==> src/rtl/plgd_pkg.sv <==
// ----------------------------------------------------------------------------
// plgd_pkg
// Shared constants, codes and types of the PWM channel limit guard.
// ----------------------------------------------------------------------------
package plgd_pkg;

    localparam int CHANNELS   = 16;
    localparam int CHAN_W     = (CHANNELS > 1) ? $clog2(CHANNELS) : 1;
    localparam int TYPE_W     = 4;
    localparam int CH_FIELD_W = 8;
    localparam int DUTY_W     = 14;
    localparam int STATUS_W   = 3;
    localparam int ACTIVE_W   = 5;

    localparam logic [DUTY_W-1:0]     FULL_SCALE     = DUTY_W'(10000);
    localparam logic [CH_FIELD_W-1:0] CHANNELS_LIMIT = CH_FIELD_W'(CHANNELS);
    localparam logic [ACTIVE_W-1:0]   ACTIVE_RESET   = ACTIVE_W'(16);

    typedef enum logic [TYPE_W-1:0] {
        OP_INIT       = 4'd0,
        OP_SET_DUTY   = 4'd1,
        OP_GET_DUTY   = 4'd2,
        OP_SET_ENABLE = 4'd3,
        OP_GET_ENABLE = 4'd4,
        OP_SET_LIMITS = 4'd5,
        OP_SAFE       = 4'd6,
        OP_SET_FAULT  = 4'd7,
        OP_GET_LIMITS = 4'd8
    } op_t;

    typedef enum logic [STATUS_W-1:0] {
        ST_OK       = 3'd0,
        ST_NOT_INIT = 3'd1,
        ST_UNKNOWN  = 3'd2,
        ST_FAULT    = 3'd3,
        ST_RANGE    = 3'd4
    } status_t;

    typedef struct packed {
        logic [DUTY_W-1:0] duty;
        logic [DUTY_W-1:0] min_duty;
        logic [DUTY_W-1:0] max_duty;
        logic [DUTY_W-1:0] safe_duty;
        logic              enable;
        logic              fault;
    } entry_t;

    localparam entry_t ENTRY_RESET = '{
        duty:      '0,
        min_duty:  '0,
        max_duty:  FULL_SCALE,
        safe_duty: '0,
        enable:    1'b0,
        fault:     1'b0
    };

    typedef struct packed {
        op_t                   op;
        logic [CH_FIELD_W-1:0] channel;
        logic [DUTY_W-1:0]     duty_value;
        logic                  flag_value;
        logic [DUTY_W-1:0]     limit_min;
        logic [DUTY_W-1:0]     limit_max;
        logic [DUTY_W-1:0]     limit_safe;
    } req_t;

    typedef struct packed {
        status_t           status;
        logic [DUTY_W-1:0] read_duty;
        logic              read_enabled;
        logic [DUTY_W-1:0] read_min;
        logic [DUTY_W-1:0] read_max;
        logic [DUTY_W-1:0] read_safe;
    } rsp_t;

    typedef struct packed {
        logic   wr_en;
        entry_t entry;
        rsp_t   rsp;
    } alu_out_t;

endpackage

==> src/rtl/plgd_if.sv <==
// ----------------------------------------------------------------------------
// plgd_if
// Valid/ready channels of the PWM channel limit guard: request, response and
// configuration write.
// ----------------------------------------------------------------------------
interface plgd_req_if;
    logic                            valid;
    logic                            ready;
    logic [plgd_pkg::TYPE_W-1:0]     req_type;
    logic [plgd_pkg::CH_FIELD_W-1:0] channel;
    logic [plgd_pkg::DUTY_W-1:0]     duty_value;
    logic                            flag_value;
    logic [plgd_pkg::DUTY_W-1:0]     limit_min;
    logic [plgd_pkg::DUTY_W-1:0]     limit_max;
    logic [plgd_pkg::DUTY_W-1:0]     limit_safe;

    modport source (output valid, req_type, channel, duty_value, flag_value,
                    limit_min, limit_max, limit_safe, input ready);
    modport sink   (input valid, req_type, channel, duty_value, flag_value,
                    limit_min, limit_max, limit_safe, output ready);
endinterface

interface plgd_rsp_if;
    logic                          valid;
    logic                          ready;
    logic [plgd_pkg::STATUS_W-1:0] status;
    logic [plgd_pkg::DUTY_W-1:0]   read_duty;
    logic                          read_enabled;
    logic [plgd_pkg::DUTY_W-1:0]   read_min;
    logic [plgd_pkg::DUTY_W-1:0]   read_max;
    logic [plgd_pkg::DUTY_W-1:0]   read_safe;

    modport source (output valid, status, read_duty, read_enabled, read_min,
                    read_max, read_safe, input ready);
    modport sink   (input valid, status, read_duty, read_enabled, read_min,
                    read_max, read_safe, output ready);
endinterface

interface plgd_cfg_if;
    logic                          valid;
    logic                          ready;
    logic [plgd_pkg::ACTIVE_W-1:0] data;

    modport source (output valid, data, input ready);
    modport sink   (input valid, data, output ready);
endinterface

==> src/rtl/plgd_store.sv <==
// ----------------------------------------------------------------------------
// plgd_store
// Channel entry memory: one synchronous read port, one write port, and a
// valid bit per entry so that unwritten entries read as their reset value.
// ----------------------------------------------------------------------------
module plgd_store (
    input  logic                          clk,
    input  logic                          rst_n,
    input  logic                          rd_en,
    input  logic [plgd_pkg::CHAN_W-1:0]   rd_addr,
    input  logic                          wr_en,
    input  logic [plgd_pkg::CHAN_W-1:0]   wr_addr,
    input  plgd_pkg::entry_t              wr_data,
    output plgd_pkg::entry_t              rd_data
);

    plgd_pkg::entry_t                     mem [plgd_pkg::CHANNELS];
    plgd_pkg::entry_t                     rd_raw_reg;
    logic [plgd_pkg::CHANNELS-1:0]        valid_reg;
    logic [plgd_pkg::CHANNELS-1:0]        valid_next;
    logic                                 rd_valid_reg;

    always_ff @(posedge clk)
    begin
        if (wr_en)
        begin
            mem[wr_addr] <= wr_data;
        end
        if (rd_en)
        begin
            rd_raw_reg <= mem[rd_addr];
        end
    end

    always_comb
    begin
        valid_next = valid_reg;
        if (wr_en)
        begin
            valid_next[wr_addr] = 1'b1;
        end
    end

    always_ff @(posedge clk or negedge rst_n)
    begin
        if (!rst_n)
        begin
            valid_reg    <= '0;
            rd_valid_reg <= 1'b0;
        end
        else
        begin
            valid_reg <= valid_next;
            if (rd_en)
            begin
                rd_valid_reg <= valid_reg[rd_addr];
            end
        end
    end

    assign rd_data = rd_valid_reg ? rd_raw_reg : plgd_pkg::ENTRY_RESET;

endmodule

==> src/rtl/plgd_alu.sv <==
// ----------------------------------------------------------------------------
// plgd_alu
// Access evaluation: checks, clamps and limit validation on one channel entry;
// produces the updated entry and the response.
// ----------------------------------------------------------------------------
module plgd_alu (
    input  plgd_pkg::req_t     req,
    input  plgd_pkg::entry_t   cur,
    input  logic               ready_flag,
    input  logic               exists,
    output plgd_pkg::alu_out_t res
);

    function automatic logic [plgd_pkg::DUTY_W-1:0] clamp_into(
        input logic [plgd_pkg::DUTY_W-1:0] v,
        input logic [plgd_pkg::DUTY_W-1:0] lo,
        input logic [plgd_pkg::DUTY_W-1:0] hi
    );
        logic [plgd_pkg::DUTY_W-1:0] r;
        if (v < lo)
        begin
            r = lo;
        end
        else if (v > hi)
        begin
            r = hi;
        end
        else
        begin
            r = v;
        end
        return r;
    endfunction

    plgd_pkg::entry_t  next;
    plgd_pkg::status_t status;
    logic              known;
    logic              limits_ok;
    logic              report;

    assign known = (req.op <= plgd_pkg::OP_GET_LIMITS);

    assign limits_ok = (req.limit_max <= plgd_pkg::FULL_SCALE)
                    && (req.limit_safe <= plgd_pkg::FULL_SCALE)
                    && (req.limit_max >= req.limit_min)
                    && (req.limit_safe >= req.limit_min)
                    && (req.limit_safe <= req.limit_max);

    always_comb
    begin
        next   = cur;
        status = plgd_pkg::ST_OK;
        report = 1'b0;
        if (!known)
        begin
            status = plgd_pkg::ST_RANGE;
        end
        else if (req.op == plgd_pkg::OP_INIT)
        begin
            status = plgd_pkg::ST_OK;
        end
        else if (req.op != plgd_pkg::OP_SET_FAULT && !ready_flag)
        begin
            status = plgd_pkg::ST_NOT_INIT;
        end
        else if (!exists)
        begin
            status = plgd_pkg::ST_UNKNOWN;
        end
        else
        begin
            unique case (req.op)
                plgd_pkg::OP_SET_DUTY:
                begin
                    if (cur.fault)
                    begin
                        status = plgd_pkg::ST_FAULT;
                    end
                    else
                    begin
                        next.duty = clamp_into(req.duty_value, cur.min_duty, cur.max_duty);
                    end
                end
                plgd_pkg::OP_SET_ENABLE:
                begin
                    if (cur.fault && req.flag_value)
                    begin
                        status = plgd_pkg::ST_FAULT;
                    end
                    else
                    begin
                        next.enable = req.flag_value;
                    end
                end
                plgd_pkg::OP_SET_LIMITS:
                begin
                    if (!limits_ok)
                    begin
                        status = plgd_pkg::ST_RANGE;
                    end
                    else
                    begin
                        next.min_duty  = req.limit_min;
                        next.max_duty  = req.limit_max;
                        next.safe_duty = req.limit_safe;
                        next.duty      = clamp_into(cur.duty, req.limit_min, req.limit_max);
                    end
                end
                plgd_pkg::OP_SAFE:
                begin
                    next.duty   = cur.safe_duty;
                    next.enable = 1'b0;
                end
                plgd_pkg::OP_SET_FAULT:
                begin
                    next.fault = req.flag_value;
                    if (req.flag_value)
                    begin
                        next.enable = 1'b0;
                    end
                end
                default:
                begin
                    next = cur;
                end
            endcase
            report = (status == plgd_pkg::ST_OK);
        end
    end

    always_comb
    begin
        res.wr_en            = report;
        res.entry            = next;
        res.rsp.status       = status;
        res.rsp.read_duty    = report ? next.duty : '0;
        res.rsp.read_enabled = report ? next.enable : 1'b0;
        res.rsp.read_min     = report ? next.min_duty : '0;
        res.rsp.read_max     = report ? next.max_duty : '0;
        res.rsp.read_safe    = report ? next.safe_duty : '0;
    end

endmodule

==> src/rtl/pwm_channel_limit_guard.sv <==
// ----------------------------------------------------------------------------
// pwm_channel_limit_guard
// Multi-channel PWM duty register bank with min/max/safe limits, enable and
// fault per channel, held in a channel entry memory.
//
//   channel | role   | moves
//   --------+--------+-----------------------------------------------
//   req     | sink   | one access (type, channel, duty, flag, limits)
//   rsp     | source | status and channel state after the access
//   cfg     | sink   | active_channels write
//
// Each transaction first reads the channel entry synchronously, then
// evaluates it and writes it back.
// A new request is taken once the previous one is written back; a stalled
// response waits in the output register and holds the write-back only when
// a second response is ready behind it.
// After reset every entry reads as its reset value through per-entry valid
// bits; no clearing pass is needed.
// ----------------------------------------------------------------------------
module pwm_channel_limit_guard (
    input  logic       clk,
    input  logic       rst_n,
    plgd_cfg_if.sink   cfg,
    plgd_req_if.sink   req,
    plgd_rsp_if.source rsp
);

    typedef enum logic [1:0] {
        S_IDLE = 2'b01,
        S_EXEC = 2'b10
    } state_t;

    state_t                            state_reg;
    state_t                            state_next;
    plgd_pkg::req_t                    req_reg;
    logic [plgd_pkg::ACTIVE_W-1:0]     active_reg;
    logic                              ready_flag_reg;
    logic                              ready_flag_next;
    logic                              out_valid_reg;
    logic                              out_valid_next;
    plgd_pkg::rsp_t                    out_reg;
    logic                              accept;
    logic                              commit;
    logic [plgd_pkg::CH_FIELD_W-1:0]   eff_count;
    logic                              exists;
    plgd_pkg::entry_t                  rd_entry;
    plgd_pkg::alu_out_t                alu_res;

    assign accept    = req.valid && req.ready;
    assign req.ready = (state_reg == S_IDLE);
    assign cfg.ready = 1'b1;
    assign commit    = (state_reg == S_EXEC) && (!out_valid_reg || rsp.ready);

    assign eff_count = (plgd_pkg::CH_FIELD_W'(active_reg) > plgd_pkg::CHANNELS_LIMIT)
                     ? plgd_pkg::CHANNELS_LIMIT
                     : plgd_pkg::CH_FIELD_W'(active_reg);
    assign exists    = (req_reg.channel < eff_count);

    plgd_store u_store (
        .clk     (clk),
        .rst_n   (rst_n),
        .rd_en   (accept),
        .rd_addr (req.channel[plgd_pkg::CHAN_W-1:0]),
        .wr_en   (commit && alu_res.wr_en),
        .wr_addr (req_reg.channel[plgd_pkg::CHAN_W-1:0]),
        .wr_data (alu_res.entry),
        .rd_data (rd_entry)
    );

    plgd_alu u_alu (
        .req        (req_reg),
        .cur        (rd_entry),
        .ready_flag (ready_flag_reg),
        .exists     (exists),
        .res        (alu_res)
    );

    always_comb
    begin
        state_next = state_reg;
        unique case (state_reg)
            S_IDLE:
            begin
                if (accept)
                begin
                    state_next = S_EXEC;
                end
            end
            S_EXEC:
            begin
                if (commit)
                begin
                    state_next = S_IDLE;
                end
            end
            default:
            begin
                state_next = S_IDLE;
            end
        endcase
    end

    assign ready_flag_next = ready_flag_reg
                          || (commit && req_reg.op == plgd_pkg::OP_INIT);

    always_comb
    begin
        out_valid_next = out_valid_reg;
        if (commit)
        begin
            out_valid_next = 1'b1;
        end
        else if (rsp.ready)
        begin
            out_valid_next = 1'b0;
        end
    end

    always_ff @(posedge clk or negedge rst_n)
    begin
        if (!rst_n)
        begin
            state_reg      <= S_IDLE;
            active_reg     <= plgd_pkg::ACTIVE_RESET;
            ready_flag_reg <= 1'b0;
            out_valid_reg  <= 1'b0;
        end
        else
        begin
            state_reg      <= state_next;
            ready_flag_reg <= ready_flag_next;
            out_valid_reg  <= out_valid_next;
            if (cfg.valid && cfg.ready)
            begin
                active_reg <= cfg.data;
            end
        end
    end

    always_ff @(posedge clk)
    begin
        if (accept)
        begin
            req_reg.op         <= plgd_pkg::op_t'(req.req_type);
            req_reg.channel    <= req.channel;
            req_reg.duty_value <= req.duty_value;
            req_reg.flag_value <= req.flag_value;
            req_reg.limit_min  <= req.limit_min;
            req_reg.limit_max  <= req.limit_max;
            req_reg.limit_safe <= req.limit_safe;
        end
        if (commit)
        begin
            out_reg <= alu_res.rsp;
        end
    end

    assign rsp.valid        = out_valid_reg;
    assign rsp.status       = out_reg.status;
    assign rsp.read_duty    = out_reg.read_duty;
    assign rsp.read_enabled = out_reg.read_enabled;
    assign rsp.read_min     = out_reg.read_min;
    assign rsp.read_max     = out_reg.read_max;
    assign rsp.read_safe    = out_reg.read_safe;

`ifndef SYNTHESIS
    a_commit_shows: assert property (@(posedge clk) disable iff (!rst_n)
        commit |=> out_valid_reg)
        else $error("write-back without a response");

    a_init_sticky: assert property (@(posedge clk) disable iff (!rst_n)
        ready_flag_reg |=> ready_flag_reg)
        else $error("initialized flag dropped");

    a_error_zero: assert property (@(posedge clk) disable iff (!rst_n)
        (rsp.valid && rsp.status != plgd_pkg::ST_OK) |->
        (rsp.read_duty == '0 && rsp.read_enabled == 1'b0 && rsp.read_min == '0
         && rsp.read_max == '0 && rsp.read_safe == '0))
        else $error("error response carries channel state");

    a_duty_window: assert property (@(posedge clk) disable iff (!rst_n)
        rsp.valid |-> (rsp.read_min <= rsp.read_duty && rsp.read_duty <= rsp.read_max))
        else $error("duty outside its limits");

    a_single_item: assert property (@(posedge clk) disable iff (!rst_n)
        accept |=> !req.ready)
        else $error("second request taken before write-back");
`endif

endmodule
==> src/flat_wrapper.sv <==
// flat-port wrapper written by rule: the top's interface ports become plain ports
module pwm_channel_limit_guard_flat 
  (clk, rst_n, cfg_valid, cfg_data, cfg_ready, req_valid, req_req_type, req_channel, req_duty_value, req_flag_value, req_limit_min, req_limit_max, req_limit_safe, req_ready, rsp_valid, rsp_status, rsp_read_duty, rsp_read_enabled, rsp_read_min, rsp_read_max, rsp_read_safe, rsp_ready);
  plgd_cfg_if cfg_i ();
  plgd_req_if req_i ();
  plgd_rsp_if rsp_i ();
  input  logic clk;
  input  logic rst_n;
  input wire logic [$bits(cfg_i.valid)-1:0] cfg_valid;
  input wire logic [$bits(cfg_i.data)-1:0] cfg_data;
  output wire logic [$bits(cfg_i.ready)-1:0] cfg_ready;
  input wire logic [$bits(req_i.valid)-1:0] req_valid;
  input wire logic [$bits(req_i.req_type)-1:0] req_req_type;
  input wire logic [$bits(req_i.channel)-1:0] req_channel;
  input wire logic [$bits(req_i.duty_value)-1:0] req_duty_value;
  input wire logic [$bits(req_i.flag_value)-1:0] req_flag_value;
  input wire logic [$bits(req_i.limit_min)-1:0] req_limit_min;
  input wire logic [$bits(req_i.limit_max)-1:0] req_limit_max;
  input wire logic [$bits(req_i.limit_safe)-1:0] req_limit_safe;
  output wire logic [$bits(req_i.ready)-1:0] req_ready;
  output wire logic [$bits(rsp_i.valid)-1:0] rsp_valid;
  output wire logic [$bits(rsp_i.status)-1:0] rsp_status;
  output wire logic [$bits(rsp_i.read_duty)-1:0] rsp_read_duty;
  output wire logic [$bits(rsp_i.read_enabled)-1:0] rsp_read_enabled;
  output wire logic [$bits(rsp_i.read_min)-1:0] rsp_read_min;
  output wire logic [$bits(rsp_i.read_max)-1:0] rsp_read_max;
  output wire logic [$bits(rsp_i.read_safe)-1:0] rsp_read_safe;
  input wire logic [$bits(rsp_i.ready)-1:0] rsp_ready;
  assign cfg_i.valid = cfg_valid;
  assign cfg_i.data = cfg_data;
  assign cfg_ready = cfg_i.ready;
  assign req_i.valid = req_valid;
  assign req_i.req_type = req_req_type;
  assign req_i.channel = req_channel;
  assign req_i.duty_value = req_duty_value;
  assign req_i.flag_value = req_flag_value;
  assign req_i.limit_min = req_limit_min;
  assign req_i.limit_max = req_limit_max;
  assign req_i.limit_safe = req_limit_safe;
  assign req_ready = req_i.ready;
  assign rsp_valid = rsp_i.valid;
  assign rsp_status = rsp_i.status;
  assign rsp_read_duty = rsp_i.read_duty;
  assign rsp_read_enabled = rsp_i.read_enabled;
  assign rsp_read_min = rsp_i.read_min;
  assign rsp_read_max = rsp_i.read_max;
  assign rsp_read_safe = rsp_i.read_safe;
  assign rsp_i.ready = rsp_ready;
  pwm_channel_limit_guard u_core (.clk(clk), .rst_n(rst_n), .cfg(cfg_i), .req(req_i), .rsp(rsp_i));
endmodule
==> config.mk <==
export PLATFORM = sky130hd
export DESIGN_NAME = pwm_channel_limit_guard_flat
export DESIGN_NICKNAME = d
export VERILOG_FILES = /design/src/rtl/plgd_pkg.sv /design/src/rtl/plgd_if.sv /design/src/rtl/plgd_store.sv /design/src/rtl/plgd_alu.sv /design/src/rtl/pwm_channel_limit_guard.sv /design/src/flat_wrapper.sv
export SDC_FILE = /design/constraint.sdc
export NUM_CORES = 1
export LEC_CHECK = 0
export BUFFER_PORTS_ARGS = -buffer_cell sky130_fd_sc_hd__buf_2
export CAP_MARGIN = 20
export CORE_MARGIN = 5
export CORE_UTILIZATION = 44
export DETAILED_ROUTE_END_ITERATION = 8
export HOLD_SLACK_MARGIN = 0.03
export RECOVER_POWER = 25
export SLEW_MARGIN = 40
export SYNTH_ARGS = -nofsm -noshare
export SYNTH_HDL_FRONTEND = slang
export SYNTH_HIERARCHICAL = 1
export SYNTH_SLANG_ARGS = --single-unit
==> constraint.sdc <==
create_clock -name clk -period 10.5 [get_ports clk]
set_input_delay 1.575 -clock clk [delete_from_list [all_inputs] [get_ports clk]]
set_output_delay 1.575 -clock clk [all_outputs]
set_load 0.01 [all_outputs]
==> impl_results.md <==
- Status: complete, but fails checks
- Failing checks: capacitance limit, slew limit
- Post-synth cell types: 70
- Worst Path Required: between 10 and 15 ns
- Critical path arrival: 7.59 ns
- Asr flop ratio synth: 0.0228
- Drt drc: 0
- Sw frac: 0.212
- Logic pwr share: 0.039
- Syn_nets: between 2000 and 2500
- All-layer global routing usage: 0.219
- Area of the multi-input gates: 12100 sq um
- CP Launch Type: register
- Starting Density: 0.444
- DIE AREA: approximately 110000 sq um
- Routability cong.: around 0.92
- Largest register FFs: around 930
- Sw power: 1970 uW
- TNS Setup: 0 ns
- Iter 0 DRT Violations: about 2800
- Maximum VDD drop: approximately 150 uV
- Inserted Clock Buffers: around 110
- Post-synthesis cell count: 2283
- Skew-Pair Late Insertion Delay: 0.70 ns
- Setup Skew: between 0.03 and 0.04 ns
- Area after DPL: 49500 sq um
- Layout cell share with drive strength beyond 1: 0.236
- WL per Instance: approximately 31 um
- Final Instance Area: around 53000 sq um
- Area growth syn-to-layout: 13.0%
- Mapped Avg Cell Area: 20.5 sq um
- Commonest cells after routing, fill and taps aside: edfxtp_1 (1115), mux4_2 (286), clkbuf_1 (147)
- Number of vias per cell: approximately 6.0
- Register area share after synthesis: 0.730
- Setup CP Type: reg -> reg
- CTS H-tree lvls: 3
- Commonest non-fill, non-tap cell in the layout: edfxtp_1
- CTS root buf: clkbuf_16
- Pint: between 7000 and 8000 uW
- RSZ-0062 raised after global routing: no
- Max Cap Viol: 11
- Core area: approximately 110000 sq um
- Final #Nets: ~2700
- Final Hold Viols: 0
- Setup violators final: 0
- Die W: about 340 um
- Post-CTS setup buffers: 0
- Final wirelength: approximately 120000 um
- Die Ht: 336 um
- Crit share post-route: 0.709
- FF+latch count, synth: about 1100
- Worst setup EP type: register
- Sequential share of power: 0.545
- # fillers: ~8500
- CTS tree: yes
- Clk sinks: between 1000 and 1500
- Cts repair resizes: 0
- Number of core rows: 119
- Vias in the first global route: 24200
- Register area: ~34000 sq um
- I/O Pins: approximately 140
- Hold Crit Class: reg -> reg
- Global-route wire length before repair: roughly 180000 um
- Hold path depth: 1
- Dpl hpwl: 75800 um
- Synth Flop Type: edfxtp_1
- Pwr/cell area: around 180 nW/um^2
- Total number of vias: approximately 24000
- Antenna violations before repair: 3
- Tmin final: 7.44 ns
- Reg2Reg Depth: 10
- Port-buffer cells: 140
- Synth warnings: 6
- Cell leakage power: around 0.019 uW
- Synthesized area: ~47000 sq um
- CP max FO: 57
- Max Slew Vio Count: approximately 450
- Drt pass-1 iters: 5
- Routed Antenna Nets: 0
- Largest net degree at the start of global routing: approximately 120
- CTS Buffer Depth: 3
- Tightest Pin Transition: about 6 ns
- Post-synth EDFFs: ~1100
- Clk network pwr share: 0.416
- Clock transition at path regs: approximately 0.060 ns
- Hold buffers post-CTS: 0
- Fmax: about 0.13 GHz
- Relative max-transition margin: -2.92
- Grt ovf: 0
-- routing by layer --
layer,vias to the layer above,routed length (um),GRT usage,share of wire
li1,9898,-,-,-
met4,0,1960,0.0423,0.016
met5,-,0,0,0
met3,126,10200,0.0441,0.083
met2,1065,57300,0.340,0.46
met1,13000,54200,0.329,0.44
-- final cells by class --
class	instances	share of cell area
diodes	1	0.0000473
repair buffers	204	0.0215
multi-input cells	970	0.228
flip-flops and latches	1141	0.646
clock buffers	131	0.0552
well taps	1391	0.0329
inverters	68	0.00483
clock inverters	75	0.0117
-- path summary, 6_finish.rpt --
kind / startpoint / to / slack [ns]
max: u_core/req_reg[31] / u_core/rsp.read_duty[12] / 3.06
min: u_core/u_store/valid_reg[5] / u_core/u_store/valid_reg[5] / 0.47
max reg2reg: u_core/req_reg[31] / u_core/rsp.read_duty[12] / 3.06
min reg2reg: u_core/u_store/valid_reg[5] / u_core/u_store/valid_reg[5] / 0.47
max in group asynchronous: rst_n / u_core/u_store/rd_valid_reg / 7.81
min in group asynchronous: rst_n / u_core/u_store/valid_reg[13] / 1.44
-- power by group through the flow --
stage	combinational (uW)	sequential [uW]	clock [uW]
2_1_floorplan	226	5130	0
3_3_place_gp	355	5150	0
3_5_place_dp	364	5150	0
4_1_cts	365	5050	3950
5_1_grt	392	5060	4150
6_report	361	5060	3860
-- metrics by stage --
step                      std cells  hold WS, ns  total power, uW  utilization  setup WS (ns)
after floorplan                2283        0.434             5350            -          0.589
after global placement         3764        0.448             5500        0.467           4.99
after detailed placement       3771        0.451             5510        0.469           5.38
final                          3981        0.467             9280        0.502           3.06
after global routing           3980        0.481             9600        0.502           2.89
after CTS                      3977        0.467             9370        0.503           5.34
-- logic make-up after synthesis --
kind of cell,synth area share
multiplexers,0.157
flip-flops,0.730
AO/OA/AOI/OAI,0.0300
buffers and inverters,0.0185
adder cells (fa/ha/maj),0.0267
AND/OR/NAND/NOR,0.0377
other,0.0000802
-- worst max-delay path, stage by stage, from the launching register on --
cell,delay (ns)
edfxtp_1,0.40
inv_1,0.26
ha_1,0.31
a2111oi_0,0.49
o21ai_0,0.22
a221oi_1,0.38
a21oi_1,0.24
a21oi_1,0.38
or3_2,0.22
clkbuf_1,3.17
a211oi_1,0.78
-- synthesized netlist by cell type (20+ instances only) --
master / count / area share
ha_1: 100 / 0.027
nand2_1: 39 / 0.0031
nand3_1: 20 / 0.0021
and2_1: 57 / 0.0076
a21o_1: 20 / 0.0032
mux4_2: 286 / 0.14
o21ai_0: 55 / 0.0059
buf_6: 22 / 0.0053
edfxtp_1: 1115 / 0.72
dfrtp_1: 24 / 0.013
or2_2: 20 / 0.0027
nor2_1: 46 / 0.0037
clkbuf_1: 56 / 0.0045
mux2i_1: 42 / 0.0090
nor2b_1: 44 / 0.0059
inv_1: 68 / 0.0055
nand4_1: 27 / 0.0036
a21oi_1: 36 / 0.0039
Note: power is estimated with default switching activity, not from simulation.
